## src/rbd_pkg.sv

```systemverilog
package rbd_pkg;

    localparam int PIX_W      = 8;
    localparam int POS_W      = 11;
    localparam int CFG_IDX_W  = 2;
    localparam int CFG_DATA_W = 12;
    localparam int IN_DATA_W  = 24;
    localparam int OUT_DATA_W = 48;

    localparam logic [CFG_IDX_W-1:0] CFG_MODE         = 2'd0;
    localparam logic [CFG_IDX_W-1:0] CFG_GROUP_SIZE   = 2'd1;
    localparam logic [CFG_IDX_W-1:0] CFG_IMAGE_WIDTH  = 2'd2;
    localparam logic [CFG_IDX_W-1:0] CFG_IMAGE_HEIGHT = 2'd3;

    localparam logic [2:0] DS_POS0  = 3'd0;
    localparam logic [2:0] DS_POS1  = 3'd1;
    localparam logic [2:0] DS_WIDTH = 3'd2;
    localparam logic [2:0] DS_CH0   = 3'd3;
    localparam logic [2:0] DS_CH1   = 3'd4;
    localparam logic [2:0] DS_CH2   = 3'd5;

    typedef struct packed {
        logic       load;
        logic       go;
        logic [2:0] div_src;
        logic       cap_q0;
        logic       cap_rem1;
        logic       acc;
        logic       cap_m0;
        logic       cap_m1;
        logic       push;
    } t_cmd;

    typedef struct packed {
        logic emit;
        logic out_free;
    } t_status;

endpackage

```

## src/rbd_controller.sv

```systemverilog
module rbd_controller (
    input  logic            i_clk,
    input  logic            i_rst_n,
    input  logic            i_s_tvalid,
    output logic            o_s_tready,
    input  rbd_pkg::t_status i_status,
    output rbd_pkg::t_cmd   o_cmd
);

    localparam logic [3:0] S_IDLE = 4'd0;
    localparam logic [3:0] S_POS0 = 4'd1;
    localparam logic [3:0] S_POS1 = 4'd2;
    localparam logic [3:0] S_POS2 = 4'd3;
    localparam logic [3:0] S_ACC  = 4'd4;
    localparam logic [3:0] S_DIV0 = 4'd5;
    localparam logic [3:0] S_DIV1 = 4'd6;
    localparam logic [3:0] S_DIV2 = 4'd7;
    localparam logic [3:0] S_PUSH = 4'd8;

    logic [3:0] r_state;
    logic [3:0] n_state;

    assign o_s_tready = (r_state == S_IDLE);

    always_comb begin
        n_state = r_state;
        o_cmd   = '0;
        o_cmd.div_src = rbd_pkg::DS_POS0;
        unique case (r_state)
            S_IDLE: begin
                if (i_s_tvalid) begin
                    o_cmd.load = 1'b1;
                    n_state    = S_POS0;
                end
            end
            S_POS0: begin
                o_cmd.go      = 1'b1;
                o_cmd.div_src = rbd_pkg::DS_POS0;
                n_state       = S_POS1;
            end
            S_POS1: begin
                o_cmd.cap_q0  = 1'b1;
                o_cmd.go      = 1'b1;
                o_cmd.div_src = rbd_pkg::DS_POS1;
                n_state       = S_POS2;
            end
            S_POS2: begin
                o_cmd.cap_rem1 = 1'b1;
                o_cmd.go       = 1'b1;
                o_cmd.div_src  = rbd_pkg::DS_WIDTH;
                n_state        = S_ACC;
            end
            S_ACC: begin
                o_cmd.acc = 1'b1;
                n_state   = i_status.emit ? S_DIV0 : S_IDLE;
            end
            S_DIV0: begin
                o_cmd.go      = 1'b1;
                o_cmd.div_src = rbd_pkg::DS_CH0;
                n_state       = S_DIV1;
            end
            S_DIV1: begin
                o_cmd.cap_m0  = 1'b1;
                o_cmd.go      = 1'b1;
                o_cmd.div_src = rbd_pkg::DS_CH1;
                n_state       = S_DIV2;
            end
            S_DIV2: begin
                o_cmd.cap_m1  = 1'b1;
                o_cmd.go      = 1'b1;
                o_cmd.div_src = rbd_pkg::DS_CH2;
                n_state       = S_PUSH;
            end
            S_PUSH: begin
                if (i_status.out_free) begin
                    o_cmd.push = 1'b1;
                    n_state    = S_IDLE;
                end
            end
            default: n_state = S_IDLE;
        endcase
    end

    always_ff @(posedge i_clk) begin
        if (!i_rst_n) begin
            r_state <= S_IDLE;
        end else begin
            r_state <= n_state;
        end
    end

endmodule

```

## config.mk

```make
export PLATFORM = sky130hd
export DESIGN_NAME = rbd_controller
export DESIGN_NICKNAME = d
export VERILOG_FILES = /design/src/rbd_pkg.sv /design/src/rbd_controller.sv
export SDC_FILE = /design/constraint.sdc
export NUM_CORES = 1
export LEC_CHECK = 0
export ABC_AREA = 0
export ABC_CLOCK_PERIOD_IN_PS = 1400
export BUFFER_PORTS_ARGS = -buffer_cell sky130_fd_sc_hd__buf_4
export CAP_MARGIN = 25
export CORE_AREA = 2 2 39 41
export CTS_CLUSTER_SIZE = 16
export DETAILED_ROUTE_END_ITERATION = 12
export DIE_AREA = 0 0 41 43
export PLACE_DENSITY_LB_ADDON = 0.12
export SETUP_SLACK_MARGIN = 0.3
export SYNTH_ARGS = -nofsm -noshare
export SYNTH_HDL_FRONTEND = slang
export SYNTH_SLANG_ARGS = --single-unit
```

## constraint.sdc

```tcl
create_clock -name i_clk -period 1.4 [get_ports i_clk]
set_clock_uncertainty 0.15 [all_clocks]
set_input_delay 0.14 -clock i_clk [delete_from_list [all_inputs] [get_ports i_clk]]
set_output_delay 0.14 -clock i_clk [all_outputs]
set_load 0.02 [all_outputs]
```

# --- Word-level counts from Yosys, hierarchy flattened ---
# Index checks and enable logic that the tools add are counted.
op_classes:
  n_reduce_logical: 2
  eq_ne: 10
  mux: 14
ops:
  columns: ["cell", "count"]
  rows:
  - ["$pmux 4 s9", 1]
  - ["$pmux 4 s6", 1]
  - ["$eq 4x3->1 const B", 4]
  - ["$mux 1", 9]
  - ["$eq 4x2->1 const B", 2]
  - ["$mux 4", 2]
  - ["$eq 4x1->1 const B", 1]
  - ["$eq 4x4->1 const B", 1]
  - ["$logic_not 4->1", 1]
  - ["$ne 2x2->1 const B", 2]
  - ["$mux 3", 1]
  - ["$reduce_and 2->1", 1]
word_totals:
  output_inout_bits: 12
  ff_bits: 4

# --- Depth between registers and ports, before layout ---
logic_depth:
  word_depth: 3
  mapped_depth: 4
  depth_no_buf: 3

# --- Worst setup path before layout ---
# OpenSTA, ideal clock, no wires.
synth_timing:
  path_kind: "reg2out"
  startpoint: "register r_state[2]"
  endpoint: "output o_cmd[10] (netlist bit)"
  path_stages_with_launch: 5
  n_path_buf: 1
  setup_slack_ns: -0.294
  arrival_ns: 1.404
  path_cell_list: "dfxtp_1 buf_6 or3_4 nor2_1 and2_1"
synth_rtl:
  columns: ["element", "line_no", "rtl"]
  rows:
  - ["start, declared", "rbd_controller.sv:20", "logic [3:0] r_state;"]
  - ["start signal, assigned", "rbd_controller.sv:88", "r_state <= n_state;"]
  - ["end, declared", "rbd_controller.sv:7", "output rbd_pkg::t_cmd o_cmd"]

==> flow_results.org <==
** Place
- Cell count after placement :: 74
- Routability-driven placement finished with a final weighted congestion of 0.743.
- Pre-CTS setup slack :: 28.5 ps
- Buffers placed on the I/O ports in this run total 16.
- Placement-stage cell area :: 533 um^2
- Summed over all nets, the half-perimeter wirelength after detailed placement is ~660 um.

** Yosys
- Syn avg cell area :: 8.16 um^2
- Unique cell type count in the Yosys netlist :: 23
- Of the synthesized area, sequential elements account for 0.245.
- Summing every instance area after synthesis gives 327 um^2.
- Number of instances in the synthesized netlist :: 40
- Yosys synthesis warning count :: 0
- The number of nets handed over by synthesis was 45.
- In this run, synthesis produced a sequential element count of 4.

** Clock network
- CTS built an H-tree with a depth of 1.
- In this run the deepest clock path goes through 2 buffers.
- TritonCTS Sinks :: 4
- The tree is rooted in a clkbuf_4.
- CTS tree :: yes
- Number of buffers added by the clock tree synthesis step :: 3
- Clock-pin slew was measured on the worst setup and hold paths at 40 ps.
- In this run, post-CTS hold repair placed 0 buffers.
- The clock reaches the later pin of the worst-skew pair after 240 ps.

** Power
- The analysis attributes to cell leakage a power of 0.275 nW.
- Dividing total power by cell area gives a power density of 1840 mW/mm^2.
- Maximum VDD drop :: 0.000831 V

** Detailed routing
- The first routing iteration left 2 violations.
- After detailed routing, the average wire length per cell comes to between 10 and 15 um.
- The routed layout has 367 vias.
- Count of antenna-violating nets left after detailed routing :: 0
- Residual DRC count :: 0
- The first TritonRoute pass finished after 2 iterations.
- Wires add up to 965 um.
- After detailed routing, the number of vias per cell comes to 4.48.

** GRT
- The first global-routing pass estimated about 1400 um of wire.
- The number of antenna violations at the first check in global routing came to 0.
- Number of global-route vias before repair :: 315
- Across every metal layer, demand over resource in global routing totals 0.123.
- Entering global routing, the biggest net connects 13 pins.
- Grt ovf :: 0

** Final layout
- Of the cells placed in the final design, the portion with a size suffix greater than 1 is 0.758.
- The finished cells cover 654 um^2.
- The area growth from synthesis to layout is 100%.
- Max FFs per register :: 4
- The net count of the finished layout is 73.
- The largest registers in the layout are r_state (4).
- Final std cells w/o fill :: 82
- Most flop-heavy register :: r_state
- The filler cells instantiated in the layout total ~140.
- 0 antenna diodes ended up in the layout.

** STA
- For this run, the top clock speed supported by timing is between 600 and 700 MHz.
- Fin crit share :: 1.13
- The max-slew violation total from the final report was 0.
- Worst path setup slack after routing :: -183 ps
- Counting I/O delays and the setup requirement, the final critical path takes 1580 ps.
- The worst pin sits at a relative slew slack of 0.852.
- Setup violations remaining at the end of the flow were counted as 13.
- Hold violation count in the final report :: 0
- Setup repair after global routing could not meet its margin everywhere.
- At the pin with the least slew margin, the transition time is 220 ps.

** Setup path
- Arrival @ worst endpoint :: 1290 ps
- Sort of element at the end of the critical path :: output port
- Worst endpoint required time :: between 1000 and 1500 ps
- Of all nets on the critical path, the largest fanout is 3.
- For this run, the slowest stage of the critical path takes about 410 ps.
- Register-to-register setup slack :: -170 ps
- The critical path goes through or3_4 -> nor2_4 -> and2_4 -> buf_6.
- For this design, the slowest cell found on the critical path is or3_4.
- The worst setup path is launched from a register.
- Reg-to-Reg End :: r_state[3]$_SDFFE_PN0P_
- By startpoint and endpoint, the worst setup path is classified as register to output port.
- Reg-to-reg startpoint :: r_state[0]$_SDFFE_PN0P_
- Depth of the worst register-to-register path :: 5

** Die
- The die is 43 um tall.
- The total area inside the core boundary comes to between 0.001 and 0.0015 mm^2.
- 17 I/O pins were placed.
- Core Rows :: 14
- The floorplan step defined a die boundary enclosing 0.00176 mm^2.
- Measured along the x axis, the die boundary spans a little over 40 um.
- Starting density of the core :: 0.236

** Min path
- The startpoint identified for the worst hold timing path is i_rst_n.
- The tightest min-delay check is of the input pin to register type.
- Counting instances, the worst hold path has a depth of 3.
- Worst min-delay path endpoint :: r_state[2]$_SDFFE_PN0P_

** Status
- The run finished, with violations left.
- The final reports fail on negative setup slack.

** Flow run
- Max-cap check violation count :: 0
[what timing repair did]
item                       4_1_cts  5_1_grt
setup endpoints to repair       15       15
setup buffers                    3        2
resized for setup               10        6
pin swaps                        3        4
[power breakdown]
group | switching, W | leakage (nW) | internal [W]
sequential | 0.0000246 | 0.0336 | 0.000148
combinational | 0.000419 | 0.227 | 0.000468
clock | 0.0000511 | 0.0138 | 0.0000961
[per-layer routing]
metal,wire (um),part of all wire,vias up,global-route usage
met4,4,0.0041,0,0.0600
met1,390,0.40,160,0.151
li1,-,-,191,-
met2,500,0.52,14,0.172
met3,69,0.072,2,0.0628
met5,0,0,-,0
[cell families after synthesis]
group                     after synthesis  synth area share
buffers and inverters                   4            0.0996
xor gates and xnor gates                2            0.0536
DFF                                     4             0.245
and+or+nand+nor                        25             0.498
AOI/OAI and AO/OA                       5             0.103
[how the worst max path moves through the flow]
stage	slack, ps	cells after the start	startpoint	to
2_1_floorplan	-40	4	r_state[2]$_SDFFE_PN0P_	o_cmd[10]
3_3_place_gp	30	4	r_state[1]$_SDFFE_PN0P_	o_cmd[10]
3_5_place_dp	30	4	r_state[1]$_SDFFE_PN0P_	o_cmd[10]
4_1_cts	-180	4	r_state[0]$_SDFFE_PN0P_	o_cmd[10]
5_1_grt	-240	4	r_state[0]$_SDFFE_PN0P_	o_cmd[10]
6_report	-180	4	r_state[0]$_SDFFE_PN0P_	o_cmd[10]
[area by class of cell]
class                      count  area [um^2]  share of cell area
multi-input combinational     32          304               0.465
timing repair buffer          27          225               0.344
sequential                     4         82.6               0.126
clock buffer                   3         22.5              0.0344
tap                           16         20.0              0.0306
[placed cells by master, fill, tap and decap left out]
cell	n
dfxtp_2	2
buf_6	6
clkbuf_4	3
nand2_2	2
and2_4	1
nor3b_1	1
nor2b_4	1
xnor2_1	2
a211oi_1	1
and2b_1	1
o31a_1	1
nand2b_1	1
a21oi_4	1
and4bb_2	1
nor2_4	2
nor3b_4	2
o21a_1	1
nor4_1	1
o21ai_0	1
nor2_1	2
nor2_2	2
nor4b_2	1
nor4b_4	1
and3b_2	1
dfxtp_1	2
or3_4	1
buf_4	21
nand2_1	2
nor3b_2	1
or2_2	1
[stage by stage]
stage	setup TNS [ps]	hold slack, ps	util	total power (W)
2_1_floorplan	-43.7	169	-	0.000641
3_3_place_gp	0	335	0.385	0.000847
3_5_place_dp	0	327	0.385	0.000844
4_1_cts	-1460	73.6	0.440	0.00111
5_1_grt	-2430	71.4	0.473	0.00130
6_report	-1500	69.2	0.473	0.00121
[Yosys cell counts]
library cell | count | area share
a211oi_1 | 1 | 0.023
o21a_1 | 1 | 0.023
nor4_1 | 1 | 0.019
buf_2 | 2 | 0.031
and2_1 | 1 | 0.019
or2_2 | 1 | 0.019
xnor2_1 | 2 | 0.054
o21ai_0 | 1 | 0.015
buf_6 | 2 | 0.069
nand2_1 | 4 | 0.046
nor3b_1 | 3 | 0.069
nor2b_1 | 1 | 0.019
nor3b_2 | 1 | 0.038
o31a_1 | 1 | 0.027
a21oi_1 | 1 | 0.015
nor4b_1 | 2 | 0.054
or3_4 | 1 | 0.034
and2b_1 | 1 | 0.023
and4bb_2 | 1 | 0.038
nor2_1 | 6 | 0.069
dfxtp_1 | 4 | 0.25
and3b_2 | 1 | 0.031
nand2b_1 | 1 | 0.019
[worst max-delay path: cells and delay by family, from the launching register on]
kind          cells  cell delay, ps
simple gates      3             650
flops             1             310
buf+inv           1             100
Power figures use the tool's default switching activity.
